## config.mk

```make
export PLATFORM = sky130hd
export DESIGN_NAME = matrix_vector_multiply_flat
export DESIGN_NICKNAME = d
export VERILOG_FILES = /design/src/hw/rtl/mvm_pkg.sv /design/src/hw/rtl/mvm_item_if.sv /design/src/hw/rtl/mvm_result_if.sv /design/src/hw/rtl/mvm_ram.sv /design/src/hw/rtl/matrix_vector_multiply.sv /design/src/flat_wrapper.sv
export SDC_FILE = /design/constraint.sdc
export NUM_CORES = 2
export LEC_CHECK = 0
export CORE_MARGIN = 4
export CORE_UTILIZATION = 65
export CTS_CLUSTER_DIAMETER = 150
export DETAILED_ROUTE_END_ITERATION = 6
export DONT_BUFFER_PORTS = 1
export HOLD_SLACK_MARGIN = 0.1
export MAX_ROUTING_LAYER = met4
export PLACE_DENSITY = 0.77
export REMOVE_ABC_BUFFERS = 1
export SLEW_MARGIN = 10
export SYNTH_ARGS = -nofsm -noshare
export SYNTH_HDL_FRONTEND = slang
export SYNTH_HIERARCHICAL = 1
export SYNTH_MEMORY_MAX_BITS = 65536
export SYNTH_SLANG_ARGS = --single-unit
```

## constraint.sdc

```tcl
create_clock -name clk -period 10.4 [get_ports clk]
set_input_delay 3.12 -clock clk [delete_from_list [all_inputs] [get_ports clk]]
set_output_delay 3.12 -clock clk [all_outputs]
set_load 0.01 [all_outputs]
```

## src/hw/rtl/mvm_pkg.sv

```systemverilog
`timescale 1ns / 1ps

package mvm_pkg;

    localparam int MAX_SIZE  = 16;
    localparam int IDX_W     = $clog2(MAX_SIZE);
    localparam int SIZE_W    = 5;
    localparam int VALUE_W   = 16;
    localparam int PROD_W    = 2 * VALUE_W;
    localparam int SUM_W     = 40;
    localparam int MAT_DEPTH = MAX_SIZE * MAX_SIZE;
    localparam int MAT_AW    = $clog2(MAT_DEPTH);

    localparam logic [SIZE_W-1:0] SIZE_RESET = SIZE_W'(MAX_SIZE);

    typedef enum logic [1:0] {
        CMD_MATRIX  = 2'd0,
        CMD_VECTOR  = 2'd1,
        CMD_COMPUTE = 2'd2
    } cmd_t;

endpackage

```

## src/hw/rtl/mvm_item_if.sv

```systemverilog
`timescale 1ns / 1ps

interface mvm_item_if;

    logic                                valid;
    logic                                ready;
    logic [1:0]                          command;
    logic [mvm_pkg::IDX_W-1:0]           row_index;
    logic [mvm_pkg::IDX_W-1:0]           column_index;
    logic signed [mvm_pkg::VALUE_W-1:0]  value;

    modport source (output valid, command, row_index, column_index, value, input ready);
    modport sink   (input valid, command, row_index, column_index, value, output ready);

endinterface

```

## src/hw/rtl/mvm_result_if.sv

```systemverilog
`timescale 1ns / 1ps

interface mvm_result_if;

    logic                              valid;
    logic                              ready;
    logic [mvm_pkg::IDX_W-1:0]         result_row;
    logic signed [mvm_pkg::SUM_W-1:0]  sum;
    logic                              last;

    modport source (output valid, result_row, sum, last, input ready);
    modport sink   (input valid, result_row, sum, last, output ready);

endinterface

```

## src/hw/rtl/mvm_ram.sv

```systemverilog
`timescale 1ns / 1ps

module mvm_ram #(
    parameter int WIDTH = 16,
    parameter int DEPTH = 16
) (
    input  logic                                       clk,
    input  logic                                       we,
    input  logic [((DEPTH > 1) ? $clog2(DEPTH) : 1)-1:0] waddr,
    input  logic [WIDTH-1:0]                           wdata,
    input  logic [((DEPTH > 1) ? $clog2(DEPTH) : 1)-1:0] raddr,
    output logic [WIDTH-1:0]                           rdata
);

    logic [WIDTH-1:0] mem [DEPTH];
    logic [WIDTH-1:0] rdata_reg;

    always_ff @(posedge clk)
    begin
        if (we)
        begin
            mem[waddr] <= wdata;
        end
        rdata_reg <= mem[raddr];
    end

    assign rdata = rdata_reg;

endmodule

```

## src/hw/rtl/matrix_vector_multiply.sv

```systemverilog
// load words (matrix or vector entry) are taken one per cycle while no compute runs, no result
// a compute word of order n emits rows 0 to n-1; each row issues n reads, and its
// products pass through the multiply and accumulate stages into the output word
// one memory read port per store sets the rate; a row waits while the output word is held
// reset: size_reg is 16, no compute runs, output empty; stores are not cleared
`timescale 1ns / 1ps

module matrix_vector_multiply (
    input  logic                         clk,
    input  logic                         rst_n,
    input  logic                         cfg_we,
    input  logic [mvm_pkg::SIZE_W-1:0]   cfg_data,
    mvm_item_if.sink                     item,
    mvm_result_if.source                 result
);

    typedef enum logic [1:0] {
        ST_IDLE,
        ST_ISSUE,
        ST_DRAIN
    } state_t;

    state_t                              state_reg;
    logic [mvm_pkg::SIZE_W-1:0]          size_reg;
    logic [mvm_pkg::IDX_W-1:0]           row_reg;
    logic [mvm_pkg::IDX_W-1:0]           col_reg;
    logic                                rd_pending_reg;
    logic                                rd_last_reg;
    logic                                prod_valid_reg;
    logic                                prod_last_reg;
    logic signed [mvm_pkg::PROD_W-1:0]   prod_reg;
    logic signed [mvm_pkg::SUM_W-1:0]    acc_reg;
    logic                                out_valid_reg;
    logic [mvm_pkg::IDX_W-1:0]           out_row_reg;
    logic signed [mvm_pkg::SUM_W-1:0]    out_sum_reg;
    logic                                out_last_reg;

    logic [mvm_pkg::SIZE_W-1:0]          n_eff;
    logic                                accept;
    logic                                row_ok;
    logic                                col_ok;
    logic                                mat_we;
    logic                                vec_we;
    logic [mvm_pkg::MAT_AW-1:0]          mat_raddr;
    logic [mvm_pkg::VALUE_W-1:0]         mat_rdata;
    logic [mvm_pkg::VALUE_W-1:0]         vec_rdata;
    logic signed [mvm_pkg::SUM_W-1:0]    sum_next;
    logic                                out_free;
    logic                                row_done;
    logic                                col_last;
    logic                                row_last;

    assign n_eff = (size_reg > mvm_pkg::SIZE_W'(mvm_pkg::MAX_SIZE))
                 ? mvm_pkg::SIZE_W'(mvm_pkg::MAX_SIZE) : size_reg;

    assign item.ready = (state_reg == ST_IDLE);
    assign accept     = item.valid && item.ready;
    assign row_ok     = mvm_pkg::SIZE_W'(item.row_index) < n_eff;
    assign col_ok     = mvm_pkg::SIZE_W'(item.column_index) < n_eff;

    always_comb
    begin
        mat_we = 1'b0;
        vec_we = 1'b0;
        if (accept)
        begin
            unique case (mvm_pkg::cmd_t'(item.command))
                mvm_pkg::CMD_MATRIX: mat_we = row_ok && col_ok;
                mvm_pkg::CMD_VECTOR: vec_we = row_ok;
                default:             ;
            endcase
        end
    end

    assign mat_raddr = {row_reg, col_reg};

    mvm_ram #(
        .WIDTH (mvm_pkg::VALUE_W),
        .DEPTH (mvm_pkg::MAT_DEPTH)
    ) u_matrix_ram (
        .clk   (clk),
        .we    (mat_we),
        .waddr ({item.row_index, item.column_index}),
        .wdata (item.value),
        .raddr (mat_raddr),
        .rdata (mat_rdata)
    );

    mvm_ram #(
        .WIDTH (mvm_pkg::VALUE_W),
        .DEPTH (mvm_pkg::MAX_SIZE)
    ) u_vector_ram (
        .clk   (clk),
        .we    (vec_we),
        .waddr (item.row_index),
        .wdata (item.value),
        .raddr (col_reg),
        .rdata (vec_rdata)
    );

    assign sum_next = acc_reg + mvm_pkg::SUM_W'(prod_reg);
    assign out_free = !out_valid_reg || result.ready;
    assign row_done = prod_valid_reg && prod_last_reg && out_free;
    assign col_last = (mvm_pkg::SIZE_W'(col_reg) + mvm_pkg::SIZE_W'(1)) == n_eff;
    assign row_last = (mvm_pkg::SIZE_W'(row_reg) + mvm_pkg::SIZE_W'(1)) == n_eff;

    always_ff @(posedge clk or negedge rst_n)
    begin
        if (!rst_n)
        begin
            state_reg      <= ST_IDLE;
            size_reg       <= mvm_pkg::SIZE_RESET;
            row_reg        <= '0;
            col_reg        <= '0;
            rd_pending_reg <= 1'b0;
            rd_last_reg    <= 1'b0;
            prod_valid_reg <= 1'b0;
            prod_last_reg  <= 1'b0;
            acc_reg        <= '0;
            out_valid_reg  <= 1'b0;
        end
        else
        begin
            if (cfg_we)
            begin
                size_reg <= cfg_data;
            end

            rd_pending_reg <= (state_reg == ST_ISSUE);
            rd_last_reg    <= col_last;

            if (rd_pending_reg)
            begin
                prod_reg       <= mvm_pkg::PROD_W'($signed(mat_rdata))
                                * mvm_pkg::PROD_W'($signed(vec_rdata));
                prod_valid_reg <= 1'b1;
                prod_last_reg  <= rd_last_reg;
            end
            else if (prod_valid_reg && (!prod_last_reg || out_free))
            begin
                prod_valid_reg <= 1'b0;
            end

            if (prod_valid_reg && !prod_last_reg)
            begin
                acc_reg <= sum_next;
            end

            if (row_done)
            begin
                out_valid_reg <= 1'b1;
                out_row_reg   <= row_reg;
                out_sum_reg   <= sum_next;
                out_last_reg  <= row_last;
                acc_reg       <= '0;
            end
            else if (result.ready)
            begin
                out_valid_reg <= 1'b0;
            end

            unique case (state_reg)
                ST_IDLE:
                begin
                    if (accept && (mvm_pkg::cmd_t'(item.command) == mvm_pkg::CMD_COMPUTE)
                        && (n_eff != '0))
                    begin
                        state_reg <= ST_ISSUE;
                        row_reg   <= '0;
                        col_reg   <= '0;
                        acc_reg   <= '0;
                    end
                end
                ST_ISSUE:
                begin
                    col_reg <= col_reg + 1'b1;
                    if (col_last)
                    begin
                        state_reg <= ST_DRAIN;
                    end
                end
                ST_DRAIN:
                begin
                    if (row_done)
                    begin
                        col_reg <= '0;
                        if (row_last)
                        begin
                            state_reg <= ST_IDLE;
                        end
                        else
                        begin
                            row_reg   <= row_reg + 1'b1;
                            state_reg <= ST_ISSUE;
                        end
                    end
                end
                default:
                begin
                    state_reg <= ST_IDLE;
                end
            endcase
        end
    end

    assign result.valid      = out_valid_reg;
    assign result.result_row = out_row_reg;
    assign result.sum        = out_sum_reg;
    assign result.last       = out_last_reg;

endmodule

```

## src/flat_wrapper.sv

```systemverilog
// flat-port wrapper written by rule: the top's interface ports become plain ports
module matrix_vector_multiply_flat 
  (clk, rst_n, cfg_we, cfg_data, item_valid, item_command, item_row_index, item_column_index, item_value, item_ready, result_valid, result_result_row, result_sum, result_last, result_ready);
  mvm_item_if item_i ();
  mvm_result_if result_i ();
  input  logic clk;
  input  logic rst_n;
  input  logic cfg_we;
  input  logic [mvm_pkg::SIZE_W-1:0] cfg_data;
  input wire logic [$bits(item_i.valid)-1:0] item_valid;
  input wire logic [$bits(item_i.command)-1:0] item_command;
  input wire logic [$bits(item_i.row_index)-1:0] item_row_index;
  input wire logic [$bits(item_i.column_index)-1:0] item_column_index;
  input wire logic [$bits(item_i.value)-1:0] item_value;
  output wire logic [$bits(item_i.ready)-1:0] item_ready;
  output wire logic [$bits(result_i.valid)-1:0] result_valid;
  output wire logic [$bits(result_i.result_row)-1:0] result_result_row;
  output wire logic [$bits(result_i.sum)-1:0] result_sum;
  output wire logic [$bits(result_i.last)-1:0] result_last;
  input wire logic [$bits(result_i.ready)-1:0] result_ready;
  assign item_i.valid = item_valid;
  assign item_i.command = item_command;
  assign item_i.row_index = item_row_index;
  assign item_i.column_index = item_column_index;
  assign item_i.value = item_value;
  assign item_ready = item_i.ready;
  assign result_valid = result_i.valid;
  assign result_result_row = result_i.result_row;
  assign result_sum = result_i.sum;
  assign result_last = result_i.last;
  assign result_i.ready = result_ready;
  matrix_vector_multiply u_core (.clk(clk), .rst_n(rst_n), .cfg_we(cfg_we), .cfg_data(cfg_data), .item(item_i), .result(result_i));
endmodule
```

# --- Word-level counts from Yosys, hierarchy flattened ---
# Memory sizes are Yosys's and may differ from the RTL's. A register that Yosys moved wholly into a read port is not among the register bits.
# Index checks and enable logic that the tools add are counted.
word_totals:
  regBits: 137
  ram_bits: 4352
  input_bits: 36
  output_inout_bits: 47
  wordCells: 87
  n_memories: 2
classes:
  add_sub_neg: 5
  n_mul: 1
  order_cmp: 3
  n_eq_ne: 10
  mux: 28
  n_reduce_logical: 24
memory_table:
  columns: ["name", "words", "width", "read_ports", "rd_clocked_by_memory_dff", "wr", "line", "source"]
  rows:
  - ["u_core.u_matrix_ram.mem", 256, 16, 1, 1, 1, "mvm_ram.sv:15", "logic [WIDTH-1:0] mem [DEPTH];"]
  - ["u_core.u_vector_ram.mem", 16, 16, 1, 1, 1, "mvm_ram.sv:15", null]
ops:
  columns: ["operator", "count"]
  rows:
  - ["40-bit 2-to-1 mux", 4]
  - ["40-bit by 32-bit adder with 40-bit output", 1]
  - ["16-bit by 16-bit multiplier with 32-bit output", 1]
  - ["4-bit 2-to-1 mux", 4]
  - ["1-bit 2-to-1 mux", 13]
  - ["4-bit one-hot mux with 3 select lines", 1]
  - ["4-bit by 1-bit adder with 5-bit output (second input constant)", 2]
  - ["5-bit == test", 2]
  - ["4-bit by 5-bit < comparator with 1-bit output", 2]
  - ["4-bit by 1-bit adder with 4-bit output (second input constant)", 2]
  - ["1-bit logical AND", 8]
  - ["4-bit one-hot mux with 2 select lines", 1]
  - ["2-bit 2-to-1 mux", 3]
  - ["2-bit one-hot mux with 3 select lines", 1]
  - ["3-bit AND reduction", 2]
  - ["2-bit nonzero test", 3]
  - ["5-bit greater-than comparator (second input constant)", 1]
  - ["5-bit 2-to-1 mux", 1]
  - ["5-bit nonzero test", 1]
  - ["2-bit by 1-bit == test with 1-bit output (second input constant)", 2]
  - ["2-bit == test (second input constant)", 2]
  - ["2-bit logical NOT", 2]
  - ["2-bit by 1-bit != test with 1-bit output (second input constant)", 2]
  - ["2-bit != test (second input constant)", 2]
  - ["other kinds (5)", 8]

# --- Depth between registers and ports, before layout ---
depth:
  word_depth: 8
  ltp_mapped: 25
  mapped_depth_nobuf: 23

# --- Modules after synthesis ---
# Netlist, hierarchy kept.
by_module_without_submodules:
  columns: ["mod", "n_inst", "cells_each", "area_each_um2", "seq_area_each_um2"]
  rows:
  - ["mvm_ram (u_core.u_matrix_ram)", 1, 7360, 158714.7, 123318.3]
  - ["matrix_vector_multiply", 1, 1758, 17018.8, 3814.9]
  - ["mvm_ram (u_core.u_vector_ram)", 1, 432, 10043.4, 8007.7]

# --- Worst setup path before layout ---
# OpenSTA, ideal clock, no wires.
synth_timing:
  path_type: "reg-to-reg"
  from: "register u_core.u_matrix_ram.rdata_reg[15] (netlist: u_core/u_matrix_ram/rdata[15]), read port of u_core.u_matrix_ram.mem"
  to: "register u_core/prod_reg[31] in the netlist's numbering, data pin"
  setup_ps: 260
  arrival_ps: 6060
  required_ps: 10140
  setup_slack_ps: 4080
  stages_incl_launch_ff: 22
  n_path_buf: 1
  synth_period_minus_slack_ps: 6320
  path_cell_list: "dfxtp_1 -> clkbuf_1 -> nand2_1 -> inv_1 -> fa_1 -> fa_1 -> fa_1 -> fa_1 -> fa_1 -> inv_1 -> fa_1 -> inv_1 -> ha_1 -> a21o_1 -> a21o_1 -> a21o_1 -> a2111oi_0 -> o41ai_1 -> a2111oi_0 -> o21ai_0 -> a21oi_1 -> xnor2_1"
synth_via:
  elab_chain_len: 1
synth_lines:
  columns: ["element", "line", "source"]
  rows:
  - ["from (decl)", "mvm_ram.sv:16", "logic [WIDTH-1:0] rdata_reg;"]
  - ["16-bit by 16-bit multiplier with 32-bit output", "matrix_vector_multiply.sv:135", "* mvm_pkg::PROD_W'($signed(vec_rdata));"]
  - ["to (signal assigned)", "matrix_vector_multiply.sv:134", "prod_reg <= mvm_pkg::PROD_W'($signed(mat_rdata))"]
  - ["to (decl)", "matrix_vector_multiply.sv:31", "logic signed [mvm_pkg::PROD_W-1:0] prod_reg;"]
# No other way between the ends.
# A chain may end at the register's enable or synchronous reset.

# --- Final worst setup path ---
layout_timing:
  from: "register u_core.u_matrix_ram.rdata_reg[11] (netlist: u_core/u_matrix_ram/rdata[11]), read port of u_core.u_matrix_ram.mem"
  to: "register u_core/prod_reg[25] in the netlist's numbering, data pin"
# The elaborated chain is that of the path after synthesis.

==> summary.md <==
| Metric | Value |
|---|---|
| Status | complete, but fails checks |
| Failing checks | capacitance limit, slew limit |
| Worst path depth | 19 |
| Total Die Area | 0.2944 mm2 |
| Clock latency on the worst-skew pair | 980 ps |
| Area delta synth->final | 10.11% |
| Max FFs per register | 4096 |
| Asr flop ratio synth | 1.327% |
| Register bit total from synthesis | 4521 |
| Critical Path Max Stage Delay | 850 ps |
| Final period util | 69.24% |
| Setup bufs post-CTS | 0 |
| Unrepaired setup endpoints after global routing | no |
| Via density | 7.071 |
| Compound-cell area share of the yosys netlist | 3.993% |
| Average wire per standard cell | 34.68 um |
| Die width | 542.6 um |
| Synth Area in Adders | 3.703% |
| Cts bufs inserted | 430 |
| TritonRoute pass-1 iters | 6 |
| Clock Path Buffers | 4 |
| Syn_area_per_cell | 19.45 um2 |
| Largest net degree at the start of global routing | 273 |
| Top reg by flops | u_core/u_matrix_ram/mem |
| Yosys warns | 6 |
| Hold worst-path end | u_core/prod_last_reg |
| # port buffers | 0 |
| Overall Global Routing Usage | 34.08% |
| Worst Setup Path Type | reg -> reg |
| Hold_buf cts | 0 |
| First-pass GRT wire length | 703.7 mm |
| Final min period | 7201 ps |
| Peak Freq | 138.9 MHz |
| GP Congestion | 0.9339 |
| Crit path buf inv count | 3 |
| Crit end category | flop |
| DRC Markers | 0 |
| Hold Path Class | reg -> reg |
| Slew headroom | -6.429% |
| Final net count | 10247 |
| Yosys top cell by area | edfxtp_1 |
| Fillers | 16065 |
| Top_reg_cell synth | edfxtp_1 |
| Sequential-to-total area share from yosys stat | 72.74% |
| Setup TNS | 0 ps |
| Post-Syn Area | 0.1858 mm2 |
| Number of max-cap violations | 1 |
| Most used cell, CP | fa_1 |
| CTS tree | built |
| Syn Inst Count | 9550 |
| # rows | 196 |
| CTS H-tree lvls | 5 |
| Min-delay src | u_core/rd_last_reg |
| CP Launch Type | flop |
| Worst path cell trace | nand2_1 -> fa_1 -> fa_1 -> fa_1 -> inv_1 -> fa_1 -> fa_1 -> inv_1 -> fa_1 -> inv_1 -> ha_1 -> a21oi_1 -> or2_2 -> nand3_1 -> a21oi_1 -> o21ai_0 -> a31oi_1 -> o21ai_0 -> o311ai_0 |
| GRT Residual Overflow | 0 |
| Clock transition at path regs | 70 ps |
| Reg2reg end | u_core/prod_reg[25] |
| Final Setup Violations | 0 |
| Core footprint | 0.2847 mm2 |
| CP Data Arrival Time | 7850 ps |
| # IOs | 83 |
| Post-Synth XOR/XNOR Area | 0.3819% |
| Vias | 98629 |
| Post-CTS sizing | 0 |
| CTS Root Cell | clkbuf_16 |
| Die height | 542.6 um |
| RR Startpoint | u_core/u_matrix_ram/rdata[11] |
| Final hold violation count | 0 |
| Hpwl dp | 268.5 mm |
| Crit-path max FO | 16 |
| Post-Synth Simple-Gate Area | 2.829% |
| Yosys top cell area share | 71.59% |
| Detailed Route WL | 483.7 mm |
| Layout cells sized above 1 | 19.63% |
| Slew at the pin closest to its max-slew limit | 1582 ps |
| Synth top area cells | edfxtp_1 (72%), mux4_2 (10%), mux2i_1 (3.1%), fa_1 (2.8%), o221ai_1 (1.2%) |
| Reg2reg setup slack | 3200 ps |
| Fin. max-slew vios | 43 |
| Post-synth EDFFs | 4429 |
| ANT nets after route | 0 |
| Largest delay contributor family on the critical path | adder cells |
| Largest regs | u_core/u_matrix_ram/mem (4096), u_core/u_vector_ram/mem (256) |
| Slowest CP cell | dfxtp_1 |
| Antenna violations before repair | 29 |
| Clock sink total | 4521 |
| Worst Hold Path Cells | 1 |
| Worst Skew | 80.72 ps |
| Vias in the first global route | 98637 |
| Multiplexer share of the synthesized area | 14.09% |
| Iter 0 DRT Violations | 15384 |
| Initial Util | 65.25% |
| Largest family of logic cells by synthesized area | multiplexers |
| Worst EP required | 11050 ps |
| Unique masters post-synth | 81 |
| Reg2reg path depth | 19 |
-- cells by family (layout without fill, tap and decap cells) --
kind of cell	Yosys count	in the layout
compound gates	1068	1068
buf+inv	846	1463
simple gates	1119	1119
mux	1523	1523
other cells	0	19
xor+xnor	81	81
fa+ha+maj	392	392
flops	4521	4521
-- placed cells by master, fill, tap and decap left out, drive strengths merged, types with 77 or more instances in the layout --
master	instances
buf	368
and2	133
fa	263
clkinv	193
o22ai	149
mux4	861
o221ai	253
nor2	370
ha	129
edfxtp	4429
o21ai	83
mux2i	567
a21oi	270
mux2	95
a22oi	77
nor3	112
inv	324
nand2	270
clkbuf	536
-- how the worst max path moves through the flow --
stage,slack (ps),end,start
6_report,3200,u_core/prod_reg[25],u_core/u_matrix_ram/rdata[11]
5_1_grt,2830,u_core/prod_reg[31],u_core/u_matrix_ram/rdata[15]
4_1_cts,3200,u_core/prod_reg[25],u_core/u_matrix_ram/rdata[11]
3_5_place_dp,3040,u_core/u_matrix_ram/mem[34][13],item_column_index[1]
3_3_place_gp,3110,u_core/u_matrix_ram/mem[2][0],item_column_index[1]
2_1_floorplan,-42390,u_core/u_vector_ram/rdata[0],u_core/col_reg[0]
-- final cells by class --
cell class	instances	area, um2	share of cell area [%]
Sequential cell	4521	135200	66.07
Multi-Input combinational cell	4183	46660	22.81
Clock buffer	536	11320	5.535
Tap cell	3762	4707	2.301
Timing Repair Buffer	368	2938	1.436
Clock inverter	244	2535	1.239
Inverter	315	1192	0.5829
Antenna cell	19	47.55	0.02324
-- worst register-to-register path: cells and delay by family, from the launching register on --
kind	cells	cell delay (ps)
buffers and inverters	3	150
flip-flops	1	850
adder cells (fa/ha/maj)	7	3530
AO/OA/AOI/OAI	6	1780
AND/OR/NAND/NOR	3	580
-- layer usage --
metal,routed length (um),up-vias,global-route usage [%]
li1,-,39226,-
met1,171300,51056,46.27
met2,230000,7133,50.99
met3,59940,1214,8.256
met4,22400,0,13.22
met5,0,-,-
-- synthesized netlist by cell type, types with 129 or more instances --
library cell     n
a21oi_1        270
nor2_1         369
inv_1          314
mux4_2         851
edfxtp_1      4429
o221ai_1       252
ha_1           129
o22ai_1        149
nand2_1        270
clkbuf_1       290
fa_1           263
and2_1         132
mux2i_1        567
-- through the flow --
| stage | hold WS (ps) | util [%] | cells | worst slack, ps | cell area, um2 |
|---|---|---|---|---|---|
| 4_1_cts | 501.4 | 71.83 | 13929 | 3198 | 204500 |
| 3_3_place_gp | 469.1 | 66.96 | 13149 | 3105 | 190600 |
| 2_1_floorplan | 454.1 | - | 9019 | -42390 | 182800 |
| 6_report | 500.7 | 71.85 | 13948 | 3199 | 204600 |
| 5_1_grt | 531.0 | 71.84 | 13941 | 2826 | 204500 |
| 3_5_place_dp | 482.5 | 66.96 | 13149 | 3036 | 190600 |
Power is left out: the tool's default activity adds up to more than one toggle a clock period on the data nets, which glitch-free logic cannot reach.
